===== src/hdl/hsc_pkg.sv =====
// ----------------------------------------------------------------------------
// hsc_pkg
// shared types, constants and position helpers for the hamming secded codec
// ----------------------------------------------------------------------------
package hsc_pkg;

    // field widths
    localparam int CODE_W   = 64;
    localparam int DATA_W   = 57;
    localparam int POS_W    = 6;
    localparam int BASE_W   = 63;
    localparam int DATA_MAX = 57;
    localparam int MAX_CODE_BITS_DEF = 64;

    // operation codes
    localparam logic OP_ENCODE = 1'b0;
    localparam logic OP_CHECK  = 1'b1;

    // register indexes
    localparam logic CFG_DATA_LENGTH   = 1'b0;
    localparam logic CFG_EXTENDED_MODE = 1'b1;

    typedef enum logic [1:0] {
        ST_CLEAN  = 2'd0,
        ST_SINGLE = 2'd1,
        ST_PARITY = 2'd2,
        ST_DOUBLE = 2'd3
    } t_status;

    // code geometry derived from the registers
    typedef struct packed {
        logic [POS_W-1:0] m;
        logic [POS_W-1:0] nb;
        logic             ext;
    } t_geom;

    typedef struct packed {
        logic [CODE_W-1:0] code_word;
        logic [DATA_W-1:0] data_out;
        logic [POS_W-1:0]  syndrome;
        logic              overall_parity;
        t_status           status;
        logic [POS_W-1:0]  error_index;
    } t_result;

    // least p with 2^p >= m + p + 1
    function automatic int parity_count(input int m);
        int r;
        r = 7;
        for (int p = 7; p >= 0; p--) begin
            if ((1 << p) >= m + p + 1) r = p;
        end
        return r;
    endfunction

    // largest data length whose code fits max_bits, never below one
    function automatic int max_data(input int max_bits, input int ext);
        int r;
        r = 1;
        for (int m = 1; m <= DATA_MAX; m++) begin
            if (m + parity_count(m) + ext <= max_bits) r = m;
        end
        return r;
    endfunction

    // 1-based position of data bit k (k-th position that is not a power of two)
    function automatic int data_pos(input int k);
        int pos;
        pos = k + 1;
        for (int j = 0; j < 7; j++) begin
            if ((1 << j) <= pos) pos++;
        end
        return pos;
    endfunction

endpackage


===== src/hdl/hsc_cfg.sv =====
// ----------------------------------------------------------------------------
// hsc_cfg
// configuration registers and code geometry
// ----------------------------------------------------------------------------
module hsc_cfg #(
    parameter int MAX_CODE_BITS = hsc_pkg::MAX_CODE_BITS_DEF
) (
    input  logic                     i_clk,
    input  logic                     i_rst_n,
    input  logic                     i_cfg_valid,
    output logic                     o_cfg_ready,
    input  logic                     i_cfg_index,
    input  logic [hsc_pkg::POS_W-1:0] i_cfg_data,
    output hsc_pkg::t_geom           o_geom
);

    localparam logic [hsc_pkg::POS_W-1:0] LIM0 =
        hsc_pkg::POS_W'(hsc_pkg::max_data(MAX_CODE_BITS, 0));
    localparam logic [hsc_pkg::POS_W-1:0] LIM1 =
        hsc_pkg::POS_W'(hsc_pkg::max_data(MAX_CODE_BITS, 1));
    localparam logic [hsc_pkg::POS_W-1:0] M_MAX = hsc_pkg::POS_W'(hsc_pkg::DATA_MAX);

    logic [hsc_pkg::POS_W-1:0] r_data_length;
    logic                      r_ext_mode;
    logic [hsc_pkg::POS_W-1:0] m_clamp;
    logic [hsc_pkg::POS_W-1:0] m_lim;
    logic [hsc_pkg::POS_W-1:0] m_eff;

    assign o_cfg_ready = 1'b1;

    // register writes
    always_ff @(posedge i_clk) begin
        if (!i_rst_n) begin
            r_data_length <= M_MAX;
            r_ext_mode    <= 1'b0;
        end else if (i_cfg_valid) begin
            case (i_cfg_index)
                hsc_pkg::CFG_DATA_LENGTH:   r_data_length <= i_cfg_data;
                hsc_pkg::CFG_EXTENDED_MODE: r_ext_mode    <= i_cfg_data[0];
                default: ;
            endcase
        end
    end

    // clamp length, then fit it into the code width
    always_comb begin
        if (r_data_length == '0) m_clamp = hsc_pkg::POS_W'(1);
        else if (r_data_length > M_MAX) m_clamp = M_MAX;
        else m_clamp = r_data_length;
        m_lim = r_ext_mode ? LIM1 : LIM0;
        m_eff = (m_clamp > m_lim) ? m_lim : m_clamp;
    end

    assign o_geom.m   = m_eff;
    assign o_geom.nb  = m_eff + hsc_pkg::POS_W'(hsc_pkg::parity_count(int'(m_eff)));
    assign o_geom.ext = r_ext_mode;

endmodule


===== src/hdl/hsc_encode.sv =====
// ----------------------------------------------------------------------------
// hsc_encode
// scatters data bits and fills the hamming parity positions
// ----------------------------------------------------------------------------
module hsc_encode (
    input  logic [hsc_pkg::CODE_W-1:0] i_word,
    input  hsc_pkg::t_geom             i_geom,
    output logic [hsc_pkg::CODE_W-1:0] o_code
);

    logic [hsc_pkg::BASE_W-1:0] data_base;
    logic [hsc_pkg::BASE_W-1:0] full_base;

    // data bits go to the non power-of-two positions
    always_comb begin
        data_base = '0;
        for (int k = 0; k < hsc_pkg::DATA_W; k++) begin
            data_base[hsc_pkg::data_pos(k) - 1] =
                i_word[k] & (hsc_pkg::POS_W'(k) < i_geom.m);
        end
    end

    // each parity position covers the positions with its bit set
    always_comb begin
        full_base = data_base;
        for (int j = 0; j < hsc_pkg::POS_W; j++) begin
            full_base[(1 << j) - 1] = 1'b0;
            for (int i = 0; i < hsc_pkg::BASE_W; i++) begin
                if (((i + 1) & (1 << j)) != 0) begin
                    full_base[(1 << j) - 1] = full_base[(1 << j) - 1] ^ data_base[i];
                end
            end
        end
    end

    // overall parity at index zero in extended mode
    assign o_code = i_geom.ext ? {full_base, ^full_base} : {1'b0, full_base};

endmodule


===== src/hdl/hsc_check.sv =====
// ----------------------------------------------------------------------------
// hsc_check
// syndrome, classification, single bit correction and data extraction
// ----------------------------------------------------------------------------
module hsc_check (
    input  logic [hsc_pkg::CODE_W-1:0] i_word,
    input  hsc_pkg::t_geom             i_geom,
    output hsc_pkg::t_result           o_res
);

    logic [hsc_pkg::BASE_W-1:0] base;
    logic [hsc_pkg::BASE_W-1:0] fixed;
    logic [hsc_pkg::POS_W-1:0]  synd;
    logic                       ovp;
    logic                       in_range;
    logic                       do_flip;
    hsc_pkg::t_status           status;
    logic [hsc_pkg::POS_W-1:0]  eidx;
    logic [hsc_pkg::DATA_W-1:0] data;

    // strip the overall parity bit and bits beyond the code length
    always_comb begin
        ovp = 1'b0;
        for (int i = 0; i < hsc_pkg::BASE_W; i++) begin
            base[i] = (i_geom.ext ? i_word[i + 1] : i_word[i])
                      & (hsc_pkg::POS_W'(i) < i_geom.nb);
        end
        for (int i = 0; i < hsc_pkg::CODE_W; i++) begin
            ovp = ovp ^ (i_word[i] & (hsc_pkg::POS_W'(i) <= i_geom.nb));
        end
        ovp = ovp & i_geom.ext;
    end

    // syndrome bit j is the parity of positions with bit j set
    always_comb begin
        synd = '0;
        for (int j = 0; j < hsc_pkg::POS_W; j++) begin
            for (int i = 0; i < hsc_pkg::BASE_W; i++) begin
                if (((i + 1) & (1 << j)) != 0) synd[j] = synd[j] ^ base[i];
            end
        end
    end

    // classify the word
    always_comb begin
        in_range = (synd <= i_geom.nb);
        do_flip  = 1'b0;
        status   = hsc_pkg::ST_CLEAN;
        eidx     = '0;
        if (i_geom.ext) begin
            if (synd == '0) begin
                status = ovp ? hsc_pkg::ST_PARITY : hsc_pkg::ST_CLEAN;
            end else if (ovp && in_range) begin
                status  = hsc_pkg::ST_SINGLE;
                eidx    = synd;
                do_flip = 1'b1;
            end else begin
                status = hsc_pkg::ST_DOUBLE;
            end
        end else if (synd != '0) begin
            if (in_range) begin
                status  = hsc_pkg::ST_SINGLE;
                eidx    = synd - hsc_pkg::POS_W'(1);
                do_flip = 1'b1;
            end else begin
                status = hsc_pkg::ST_DOUBLE;
            end
        end
    end

    // correct the named bit and gather the data positions
    always_comb begin
        for (int i = 0; i < hsc_pkg::BASE_W; i++) begin
            fixed[i] = base[i] ^ (do_flip && (synd == hsc_pkg::POS_W'(i + 1)));
        end
        for (int k = 0; k < hsc_pkg::DATA_W; k++) begin
            data[k] = fixed[hsc_pkg::data_pos(k) - 1] & (hsc_pkg::POS_W'(k) < i_geom.m);
        end
    end

    assign o_res.code_word      = '0;
    assign o_res.data_out       = data;
    assign o_res.syndrome       = synd;
    assign o_res.overall_parity = ovp;
    assign o_res.status         = status;
    assign o_res.error_index    = eidx;

endmodule


===== src/hdl/hamming_secded_codec_top.sv =====
// ----------------------------------------------------------------------------
// hamming_secded_codec_top
// hamming encoder and secded checker; unless the result side stalls, one word per clock
// ----------------------------------------------------------------------------
// Each word passes an input register and then a result register. A new word is
// taken every clock while the result side does not stall. The parity xor trees
// between the input and result registers set the clock limit.
// A waiting result does not block the input register, so one more word is
// taken while the result side stalls. Registers: index 0 data_length (1..57,
// clamped and fitted to MAX_CODE_BITS), index 1 extended_mode (overall parity
// at codeword index 0). Write them only while no word is in flight; the
// register port is always ready.
module hamming_secded_codec_top #(
    parameter int MAX_CODE_BITS = hsc_pkg::MAX_CODE_BITS_DEF
) (
    input  logic                      i_clk,
    input  logic                      i_rst_n,
    input  logic                      i_in_valid,
    output logic                      o_in_ready,
    input  logic                      i_op,
    input  logic [hsc_pkg::CODE_W-1:0] i_word_in,
    output logic                      o_out_valid,
    input  logic                      i_out_ready,
    output logic [hsc_pkg::CODE_W-1:0] o_code_word,
    output logic [hsc_pkg::DATA_W-1:0] o_data_out,
    output logic [hsc_pkg::POS_W-1:0]  o_syndrome,
    output logic                      o_overall_parity,
    output logic [1:0]                o_status,
    output logic [hsc_pkg::POS_W-1:0]  o_error_index,
    input  logic                      i_cfg_valid,
    output logic                      o_cfg_ready,
    input  logic                      i_cfg_index,
    input  logic [hsc_pkg::POS_W-1:0]  i_cfg_data
);

    hsc_pkg::t_geom             geom;
    logic                       r_in_valid;
    logic                       r_op;
    logic [hsc_pkg::CODE_W-1:0] r_word;
    logic                       r_out_valid;
    hsc_pkg::t_result           r_res;
    hsc_pkg::t_result           n_res;
    hsc_pkg::t_result           chk_res;
    logic [hsc_pkg::CODE_W-1:0] enc_code;
    logic                       adv;

    hsc_cfg #(
        .MAX_CODE_BITS(MAX_CODE_BITS)
    ) u_cfg (
        .i_clk       (i_clk),
        .i_rst_n     (i_rst_n),
        .i_cfg_valid (i_cfg_valid),
        .o_cfg_ready (o_cfg_ready),
        .i_cfg_index (i_cfg_index),
        .i_cfg_data  (i_cfg_data),
        .o_geom      (geom)
    );

    hsc_encode u_encode (
        .i_word (r_word),
        .i_geom (geom),
        .o_code (enc_code)
    );

    hsc_check u_check (
        .i_word (r_word),
        .i_geom (geom),
        .o_res  (chk_res)
    );

    // pipeline flow control
    assign adv        = !r_out_valid || i_out_ready;
    assign o_in_ready = !r_in_valid || adv;

    // input word register
    always_ff @(posedge i_clk) begin
        if (!i_rst_n) begin
            r_in_valid <= 1'b0;
        end else if (o_in_ready) begin
            r_in_valid <= i_in_valid;
        end
    end

    always_ff @(posedge i_clk) begin
        if (i_in_valid && o_in_ready) begin
            r_op   <= i_op;
            r_word <= i_word_in;
        end
    end

    // pick the result of the requested operation
    always_comb begin
        if (r_op == hsc_pkg::OP_ENCODE) begin
            n_res                = '0;
            n_res.code_word      = enc_code;
            n_res.status         = hsc_pkg::ST_CLEAN;
        end else begin
            n_res = chk_res;
        end
    end

    // result register
    always_ff @(posedge i_clk) begin
        if (!i_rst_n) begin
            r_out_valid <= 1'b0;
        end else if (adv) begin
            r_out_valid <= r_in_valid;
        end
    end

    always_ff @(posedge i_clk) begin
        if (adv && r_in_valid) begin
            r_res <= n_res;
        end
    end

    assign o_out_valid      = r_out_valid;
    assign o_code_word      = r_res.code_word;
    assign o_data_out       = r_res.data_out;
    assign o_syndrome       = r_res.syndrome;
    assign o_overall_parity = r_res.overall_parity;
    assign o_status         = r_res.status;
    assign o_error_index    = r_res.error_index;

    // a corrected word always has a nonzero syndrome
    a_single_has_synd: assert property (@(posedge i_clk) disable iff (!i_rst_n)
        (o_out_valid && o_status == hsc_pkg::ST_SINGLE) |-> (o_syndrome != '0))
        else $error("single error reported with zero syndrome");

    // parity bit error only with odd overall parity
    a_parity_needs_ovp: assert property (@(posedge i_clk) disable iff (!i_rst_n)
        (o_out_valid && o_status == hsc_pkg::ST_PARITY) |-> o_overall_parity)
        else $error("parity bit error without odd overall parity");

    // uncorrectable words name no bit
    a_double_no_index: assert property (@(posedge i_clk) disable iff (!i_rst_n)
        (o_out_valid && o_status == hsc_pkg::ST_DOUBLE) |-> (o_error_index == '0))
        else $error("double error with nonzero error index");

    // a taken word lands in the input register
    a_in_captured: assert property (@(posedge i_clk) disable iff (!i_rst_n)
        (i_in_valid && o_in_ready) |=> r_in_valid)
        else $error("accepted word lost at input register");

    // a stalled result keeps the next word waiting, not dropped
    a_stall_hold: assert property (@(posedge i_clk) disable iff (!i_rst_n)
        (r_in_valid && r_out_valid && !i_out_ready) |=> r_in_valid && r_out_valid)
        else $error("word dropped during output stall");

endmodule


===== config.mk =====
export PLATFORM = sky130hd
export DESIGN_NAME = hamming_secded_codec_top
export DESIGN_NICKNAME = d
export VERILOG_FILES = /design/src/hdl/hsc_pkg.sv /design/src/hdl/hsc_cfg.sv /design/src/hdl/hsc_encode.sv /design/src/hdl/hsc_check.sv /design/src/hdl/hamming_secded_codec_top.sv
export SDC_FILE = /design/constraint.sdc
export NUM_CORES = 1
export LEC_CHECK = 0
export ABC_AREA = 1
export BUFFER_PORTS_ARGS = -buffer_cell sky130_fd_sc_hd__buf_4
export CAP_MARGIN = 20
export CORE_ASPECT_RATIO = 0.7
export CORE_UTILIZATION = 34
export CTS_CLUSTER_SIZE = 12
export DETAILED_ROUTE_END_ITERATION = 16
export SETUP_SLACK_MARGIN = 0.3
export SLEW_MARGIN = 15
export SYNTH_ARGS = -nofsm -noshare
export SYNTH_HDL_FRONTEND = slang
export SYNTH_SLANG_ARGS = --single-unit

===== constraint.sdc =====
create_clock -name i_clk -period 16 [get_ports i_clk]
set_clock_uncertainty 0.15 [all_clocks]
set_input_delay 1.6 -clock i_clk [delete_from_list [all_inputs] [get_ports i_clk]]
set_output_delay 1.6 -clock i_clk [all_outputs]
set_load 0.01 [all_outputs]

# Word level (Yosys, flattened, before mapping)
# Cells that the tools add are included.
[totals]
regBits = 210
input_bits = 77
output_inout_bits = 139
elab_cells = 1169
[classes]
addsub = 14
magnitude_cmp = 194
eq_ne = 57
n_mux = 90
bitwise = 730
n_reduce_logical = 71
[op_table]
columns = ["op", "count"]
rows = [
  ["bitwise XOR 1 bit", 486],
  ["< comparator 6 bit (first input constant)", 56],
  ["AND 1 bit", 242],
  ["adder 32 x 2 -> 32 bit (second input constant)", 6],
  ["<= comparator 6 bit (first input constant)", 32],
  ["< comparator 5 x 6 -> 1 bit (first input constant)", 32],
  ["== test 6 bit (second input constant)", 31],
  ["<= comparator 5 x 6 -> 1 bit (first input constant)", 16],
  ["< comparator 4 x 6 -> 1 bit (first input constant)", 16],
  ["== test 6 x 5 -> 1 bit (second input constant)", 15],
  ["two-way mux 1 bit", 69],
  ["two-way mux 63 bit", 1],
  ["XOR reduction 63 bit", 1],
  ["logical AND 1 bit", 60],
  ["<= comparator 4 x 6 -> 1 bit (first input constant)", 8],
  ["< comparator 3 x 6 -> 1 bit (first input constant)", 8],
  ["two-way mux 6 bit", 8],
  ["== test 6 x 4 -> 1 bit (second input constant)", 7],
  ["greater-or-equal comparator 2 x 32 -> 1 bit (first input constant)", 1],
  ["greater-or-equal comparator 3 x 32 -> 1 bit (first input constant)", 1],
  ["greater-or-equal comparator 4 x 32 -> 1 bit (first input constant)", 1],
  ["greater-or-equal comparator 5 x 32 -> 1 bit (first input constant)", 1],
  ["greater-or-equal comparator 6 x 32 -> 1 bit (first input constant)", 1],
  ["greater-or-equal comparator 7 x 32 -> 1 bit (first input constant)", 1],
  ["other kinds (24)", 56],
]

# Longest topological paths before layout
# Gate-level depths: netlist of the first run.
[logic_depth]
word_depth = 89
ltp_mapped = 59
mapped_depth_nobuf = 56

# Hierarchy
# From an unflattened synthesis of the first run, not the netlist that was laid out.
[hier_totals]
cells_unflattened = 3389
hier_area_um2 = 21396.8
[by_module_without_submodules]
columns = ["module", "instances", "cells_per_inst", "area_per_inst_um2", "seq_area_each_um2"]
rows = [
  ["hsc_check", 1, 1712, 8186.6, 0.0],
  ["hamming_secded_codec_top", 1, 572, 7956.4, 6075.8],
  ["hsc_encode", 1, 926, 4077.7, 0.0],
  ["hsc_cfg", 1, 179, 1176.1, 140.1],
]

# Least setup slack after synthesis of the first run
# OpenSTA, ideal clock, no wires.
[synth_timing]
path_type = "input port to flip-flop"
start = "input i_out_ready"
end = "register r_res, in the netlist o_code_word[0], enable pin"
setup_ps = 676
arrival_time_ps = 8180
required_time_ps = 15174
slack_ps = 6994
stages = 2
path_buffers = 0
path_cell_list = "inv_1 a21oi_1"
[synth_between]
elab_chain_cells = 2
[synth_rtl]
columns = ["element", "line", "rtl"]
rows = [
  ["start: declaration", "hamming_secded_codec_top.sv:23", "input logic i_out_ready,"],
  ["logical OR 1 bit", "hamming_secded_codec_top.sv:72", "assign adv = !r_out_valid || i_out_ready;"],
  ["logical AND 1 bit", "hamming_secded_codec_top.sv:112", "if (adv && r_in_valid) begin"],
  ["end signal: assignment", "hamming_secded_codec_top.sv:113", "r_res <= n_res;"],
  ["end: declaration", "hamming_secded_codec_top.sv:41", "hsc_pkg::t_result r_res;"],
]
# Every way passes these cells.
# A chain may end at the register's enable or synchronous reset.

# Worst setup path in the final report of the first run
[layout_timing]
start = "register u_cfg.r_data_length[5] in the netlist's numbering"
end = "register r_res, in the netlist o_data_out[45], data pin"
[layout_between]
elab_chain_cells = 89
elab_cells_between_ends = 551
cone_classes = "13 x add/sub; 138 x order compare; 1 x eq/ne; 15 x mux; 379 x bitwise; 5 x reduce/logical"
[layout_rtl]
columns = ["element", "line", "rtl"]
rows = [
  ["start: declaration", "hsc_cfg.sv:23", "logic [hsc_pkg::POS_W-1:0] r_data_length;"],
  ["start signal: assignment", "hsc_cfg.sv:38", "hsc_pkg::CFG_DATA_LENGTH: r_data_length <= i_cfg_data;"],
  ["greater-than comparator 6 bit", "hsc_cfg.sv:48", "else if (r_data_length > M_MAX) m_clamp = M_MAX;"],
  ["two-way mux 6 bit", "hsc_cfg.sv:48", ""],
  ["two-way mux 6 bit (*)", "hsc_cfg.sv:47", "if (r_data_length == '0) m_clamp = hsc_pkg::POS_W'(1);"],
  ["greater-than comparator 6 bit", "hsc_cfg.sv:51", "m_eff = (m_clamp > m_lim) ? m_lim : m_clamp;"],
  ["two-way mux 6 bit (*)", "hsc_cfg.sv:51", ""],
  ["adder 6 x 3 -> 7 bit", "hsc_pkg.sv:51", "if ((1 << p) >= m + p + 1) r = p;"],
  ["adder 32 x 2 -> 32 bit", "hsc_pkg.sv:51", ""],
  ["greater-or-equal comparator 8 x 32 -> 1 bit", "hsc_pkg.sv:51", ""],
  ["[73 not listed]", "-", ""],
  ["AND 1 bit", "hsc_check.sv:31", "ovp = ovp & i_geom.ext;"],
  ["logical AND 1 bit", "hsc_check.sv:53", "end else if (ovp && in_range) begin"],
  ["two-way mux 1 bit", "hsc_check.sv:53", ""],
  ["two-way mux 1 bit", "hsc_check.sv:51", "if (synd == '0) begin"],
  ["two-way mux 1 bit", "hsc_check.sv:50", "if (i_geom.ext) begin"],
  ["logical AND 1 bit", "hsc_check.sv:74", "fixed[i] = base[i] ^ (do_flip && (synd == hsc_pkg::POS_W'(i + 1)));"],
  ["bitwise XOR 1 bit", "hsc_check.sv:74", ""],
  ["AND 1 bit (*)", "hsc_check.sv:77", "data[k] = fixed[hsc_pkg::data_pos(k) - 1] & (hsc_pkg::POS_W'(k) < i_geom.m);"],
]
# Every way passes the cells marked *; elsewhere a longest branch is shown, timed or not.

==> impl_metrics.ini, run 1 <==
[power]
clkPwrFrac_pct = 13.0
vdd_ir_drop_max_mv = 0.362
p_per_area_nw_per_um2 = 216
seqPwrFrac_pct = 16.4
leakage_nw = 10.2
switching_share_pct = 57.3
p_comb_share_pct = 70.6
finalPower_w = 0.00455
p_int_w = 0.00194
p_sw_w = 0.00261

[timing]
relSlewSlack_pct = 24.1
report.final.hold_viol_count = 0
finalSetupTns_ns = 0
period_minus_slack_ns = 10.98
rsz0062_at_grt = false
drv_slew = 0
period_share_pct = 68.6
worst_slew_pin_slew_ns = 1.14
holdWs_ns = 0.344
setup_viol = 0
max_freq_mhz = 91.1

[clock_tree]
max-clock-path-buffers = 3
cts_root_buf = clkbuf_16
cts_resized = 0
tritoncts = built
post_cts_buffers = 0
htreeDepth = 1
clock_latency_ns = 0.59
cts_sinks = 210
postCtsHoldBufs = 0
cts_buffers = 23
clk_pin_slew_worst_paths_ns = 0.06

[layout]
fin_nets = 2865
area_growth_pct = 16.7
fin_cells = 3455
final_layout_size_suffix_gt1_share_pct = 13.1
design_area_um2 = 21100

[yosys]
yosysWarnings = 0
synthTopCellsByArea = edfxtp_1, nand2_1, xor2_1, nand3_1, nor2_1
synth_edf_count = 201
synth.avg_cell_area_um2 = 6.99
synthesis.area_um2 = 18000
synth_fp_nets = 2688
synth_flop_cell = edfxtp_1
yosysTopAreaCell = edfxtp_1
synth_common_cells = nand2_1, nor2_1, inv_1, nand3_1, edfxtp_1
yosysTopAreaCellShare_pct = 33.4
synth_cell_types = 56
ys_async_sr_fraction_pct = 0
synth-simple-area-share_pct = 35.9
muxShareOfSynthArea_pct = 0
synth-adder-area-share_pct = 2.12
synth-compound-area-share_pct = 7.54
synth_top_family_by_area = simple AND/OR/NAND/NOR gates
synth_seq_area_share_pct = 34.4
ys_seq_elements = 210
synth_xor_xnor_area_share_pct = 11.3
synth_most_common_cell = nand2_1
synthCells = 2581

[global_route]
antenna_found_initial = 5
grt-busiest-layer = met1
met1_usage_pct = 45.8
grt_use_total_pct = 31.0
grt_pass1_wl_um = 120000
gr-total-overflow = 0
use_met3_pct = 12.4
grt_start_max_net_pins = 73
grt_pass1_vias = 17100
grtUsageMet2_pct = 40.2

[setup_path]
cp_slowest_cell = dfxtp_1
critical_path_class = reg -> reg
cp_max_fo = 49
crit_path_end_kind = register
startpoint_type = register
cp.arrival_ns = 11.14
max_stage_delay_ns = 0.90
worstPathRequired_ns = 16.16
cpMostUsedCell = nand2_1

[run]
cap_violations = 0

[route]
first_pass_iters = 8
vias = 18800
routed_wl_um = 85800
drtIter0Drc = 2407
wl_per_cell_um = 24.8
drc = 0
ant_nets = 0
via_per_inst = 5.44

[floorplanning]
dieHeight_um = 195
coreArea_um2 = 52300
start_util_pct = 34.5
ioPinCount = 216
die_width_um = 277
design.die.area_um2 = 54000
placementRows = 70

[run_status]
status = complete, no violations

[placed_design]
dp_cells = 3415
portBuffers = 214
dp_hpwl_um = 70400
routabilityCongestion = 1.05
dpl_cell_area_um2 = 20200

[min_path]
min_path_type = reg -> reg
sequential cells by signal (all words and copies together) (netlist names):
| register | cells |
|---|---|
| o_code_word | 64 |
| r_in_valid | 1 |
| o_overall_parity | 1 |
| u_cfg.r_data_length | 6 |
| r_op | 1 |
| o_error_index | 6 |
| u_cfg.r_ext_mode | 1 |
| o_data_out | 57 |
| o_status | 2 |
| o_out_valid | 1 |
| r_word | 64 |
| o_syndrome | 6 |
metal layers:
metal	part of all wire (%)	up-vias
met5	0.21	-
met4	3.1	11
met3	14	137
met2	37	1118
met1	46	8786
li1	-	8758
critical path, delay by kind of cell (launching register included):
| kind | cells | cell delay (ns) |
|---|---|---|
| simple gates | 25 | 5.51 |
| compound gates | 6 | 0.75 |
| flops | 1 | 0.90 |
| fa+ha+maj | 4 | 1.25 |
| buf+inv | 4 | 1.02 |
| xor+xnor | 4 | 1.08 |
area by class of cell:
cell class	instances	area [um2]
Fill cell	5480	31200
Multi-Input combinational cell	1986	10300
Sequential cell	210	6220
Timing Repair Buffer	228	1740
Inverter	309	1160
Tap cell	684	856
Clock buffer	28	594
Clock inverter	8	204
Antenna cell	2	5.00
final timing paths:
| path | start | to | slack [ns] | cells past startpoint |
|---|---|---|---|---|
| setup reg to reg | u_cfg.r_data_length[5] | o_data_out[45] | 5.02 | 43 |
| hold / removal | u_cfg.r_data_length[0] | u_cfg.r_data_length[0] | 0.34 | 2 |
| setup / recovery | u_cfg.r_data_length[5] | o_data_out[45] | 5.02 | 43 |
| hold reg to reg | u_cfg.r_data_length[0] | u_cfg.r_data_length[0] | 0.34 | 2 |
through the flow:
stage,utilization [%],worst slack [ns]
2_1_floorplan,-,6.99
3_3_place_gp,38.7,5.44
3_5_place_dp,38.7,5.42
4_1_cts,40.2,5.34
5_1_grt,40.3,4.45
6_report,40.3,5.02
power groups by stage:
stage          registers (W)  logic, W  clock network (W)
6_report            0.000745   0.00321           0.000591
5_1_grt             0.000749   0.00347           0.000620
4_1_cts             0.000744   0.00313           0.000605
3_5_place_dp        0.000755   0.00312                  0
3_3_place_gp        0.000754   0.00311                  0
2_1_floorplan       0.000760   0.00222                  0
cells by family after synthesis:
kind of cell             after synthesis
AO/OA/AOI/OAI                        238
XOR/XNOR                             233
adder cells (fa/ha/maj)               30
buffers and inverters                385
flip-flops                           210
other                                  1
AND/OR/NAND/NOR                     1484
cells in the final DEF, fill, tap and decap left out, types with 3 or more instances in the layout:
| cell | count |
|---|---|
| nand2_1 | 784 |
| nor2_1 | 288 |
| inv_1 | 282 |
| buf_4 | 226 |
| nand3_1 | 220 |
| edfxtp_1 | 201 |
| xor2_1 | 162 |
| o21ai_0 | 84 |
| nand4_1 | 82 |
| xnor2_1 | 71 |
| o22ai_1 | 64 |
| a21oi_1 | 47 |
| ha_1 | 29 |
| nand2_2 | 24 |
| clkbuf_16 | 23 |
| inv_2 | 22 |
| nor2_2 | 18 |
| o21ai_1 | 18 |
| nand3b_1 | 14 |
| nor3_1 | 14 |
| nand3_2 | 9 |
| or2_2 | 8 |
| dfxtp_1 | 8 |
| bufinv_16 | 6 |
| nor2_4 | 5 |
| clkinv_1 | 5 |
| o211ai_1 | 5 |
| clkbuf_1 | 5 |
| nand3_4 | 4 |
| o21bai_1 | 3 |
| a21oi_4 | 3 |
| nand2_4 | 3 |
| or2_1 | 3 |
Power figures use the tool's default switching activity.
==> inputs of run 2 (changes only) <==
--- a/config.mk
+++ b/config.mk
@@ -5,7 +5,7 @@
 export SDC_FILE = /design/constraint.sdc
 export NUM_CORES = 1
 export LEC_CHECK = 0
-export ABC_AREA = 1
+export ABC_AREA = 0
 export BUFFER_PORTS_ARGS = -buffer_cell sky130_fd_sc_hd__buf_4
 export CAP_MARGIN = 20
 export CORE_ASPECT_RATIO = 0.7
==> constraint.sdc (replaced) <==
create_clock -name i_clk -period 10.65 [get_ports i_clk]
set_clock_uncertainty 0.15 [all_clocks]
set_input_delay 1.065 -clock i_clk [delete_from_list [all_inputs] [get_ports i_clk]]
set_output_delay 1.065 -clock i_clk [all_outputs]
set_load 0.01 [all_outputs]
==> run 2 against run 1 <==
  * Flip-flop and latch count is the same
  * Routed wire length shrank 0.83%
  * Clock-buffer cell count down 2
  * First-iteration DRC count increased by 4.7%
  * Synthesized area fell by 4.4%
==> impl_metrics.ini, run 2 <==
[run_status]
status = complete, no violations

[timing]
setup_viol = 0
max_freq_mhz = 101
worst_slew_pin_slew_ns = 1.13
rsz0062_at_grt = false
report.final.hold_viol_count = 0
finalSetupTns_ns = 0
relSlewSlack_pct = 24.5
period_minus_slack_ns = 9.94
period_share_pct = 93.3
drv_slew = 0

[setup_path]
cp_max_fo = 13
r2r-start = u_cfg.r_data_length[2]
cpMostUsedCell = buf_4
max_stage_delay_ns = 0.57
critical_path_class = reg -> reg
startpoint_type = register
cp_slowest_cell = or4_4
crit_start = u_cfg.r_data_length[2]
crit_path_end_kind = register
worst-path-buf-inv = 8
cp_top_family = compound AO/OA/AOI/OAI gates
worstPathRequired_ns = 10.81
cp.arrival_ns = 10.11

[global_route]
grt_start_max_net_pins = 78
grt_use_total_pct = 32.1
grt_pass1_wl_um = 118000
gr-total-overflow = 0
antenna_found_initial = 4
grt_pass1_vias = 15600

[clock_tree]
cts_sinks = 210
postCtsHoldBufs = 0
cts_buffers = 23
clk_pin_slew_worst_paths_ns = 0.06
clock_latency_ns = 0.55
htreeDepth = 1
max-clock-path-buffers = 3
tritoncts = built
cts_root_buf = clkbuf_16

[yosys]
synth_cell_types = 97
synth_most_common_cell = nor2_1
synth_edf_count = 201
yosysWarnings = 0
synthesis.area_um2 = 17300
synth_fp_nets = 1975
yosysTopAreaCell = edfxtp_1
synthCells = 1868
synthTopCellsByArea = edfxtp_1, xnor2_1, nor2_1, mux2i_1, a21oi_1
synth.avg_cell_area_um2 = 9.24
ys_seq_elements = 210
ys_async_sr_fraction_pct = 0
yosysTopAreaCellShare_pct = 35.0
synth_seq_area_share_pct = 36.0
synth_flop_cell = edfxtp_1
synth_common_cells = nor2_1, edfxtp_1, xnor2_1, nand2_1, a21oi_1

[layout]
diodes = 0
fin_nets = 2234
nFillCells = 5015
area_growth_pct = 22.5
fin_util_pct = 42.5
final_common_cell = buf_4
final_layout_size_suffix_gt1_share_pct = 23.7
layout_common_cells = buf_4, nor2_1, edfxtp_1, xnor2_1, nand2_1

[route]
drc = 0
via_per_inst = 6.07
first_pass_iters = 5
wl_per_cell_um = 30.4
vias = 17000
drtIter0Drc = 2520
routed_wl_um = 85100
ant_nets = 0

[placed_design]
routabilityCongestion = 1.07
portBuffers = 214
dp_hpwl_um = 66900

[floorplanning]
ioPinCount = 216
die_width_um = 271
placementRows = 68
design.die.area_um2 = 51700
dieHeight_um = 190
coreArea_um2 = 49700
start_util_pct = 34.7

[min_path]
hold_start = r_in_valid
min_path_type = reg -> reg

[run]
cap_violations = 0
==> run 2: worst reg2reg max path, delay by kind of cell (launching register included) <==
family / cells / cell delay, ns
AOI/OAI and AO/OA: 11 / 2.94
xor gates and xnor gates: 5 / 1.56
adders and majority gates: 3 / 0.70
buffers and inverters: 8 / 1.59
DFF: 1 / 0.33
and+or+nand+nor: 11 / 2.43
==> run 2: routing by layer <==
| metal | wire [um] | track usage (%) | share of wire, % | vias to the layer above |
|---|---|---|---|---|
| li1 | - | - | - | 7391 |
| met1 | 39000 | 49.2 | 46 | 8332 |
| met2 | 33700 | 44.7 | 40 | 1149 |
| met3 | 9930 | 6.76 | 12 | 136 |
| met4 | 2430 | 8.64 | 2.9 | 6 |
| met5 | 40 | 0 | 0.047 | - |
==> run 2: area by class of cell <==
type	instances	area [um2]	share of cell area (%)
Clock buffer	26	587	2.78
Clock inverter	9	76.3	0.361
Inverter	34	139	0.657
Multi-Input combinational cell	1487	10500	49.6
Sequential cell	210	6220	29.4
Tap cell	665	832	3.94
Timing Repair Buffer	371	2800	13.2
==> run 2: logic make-up after synthesis <==
| family | synth area share (%) |
|---|---|
| xor gates and xnor gates | 16.0 |
| DFF | 36.0 |
| AOI/OAI and AO/OA | 19.1 |
| and+or+nand+nor | 17.5 |
| muxes | 4.84 |
| other | 0.0217 |
| adders and majority gates | 2.28 |
| buffers and inverters | 4.23 |
==> run 2: final timing paths <==
| path | endpoint | cells past startpoint | slack, ns |
|---|---|---|---|
| setup / recovery | o_data_out[55] | 38 | 0.71 |
| hold / removal | o_out_valid | 1 | 0.38 |
| setup reg to reg | o_data_out[55] | 38 | 0.71 |
| hold reg to reg | o_out_valid | 1 | 0.38 |
==> run 2: through the flow <==
step	setup WS, ns	area (um2)	cells	hold slack, ns
floorplan	0.669	17300	1868	0.327
global placement	0.214	20300	2764	0.348
detailed placement	0.323	20300	2765	0.370
CTS	0.462	21000	2800	0.381
global route	0.335	21100	2802	0.417
finish	0.709	21100	2802	0.382
==> run 2: repair_timing <==
action | CTS | global route
gates resized for setup | 1 | 34
setup endpoints to repair | 1 | 63
pin swaps | 0 | 1
buffers inserted | 0 | 2
Power of run 2 is left out: the tool's default activity adds up to more than one toggle a clock period on the data nets, which glitch-free logic cannot reach.
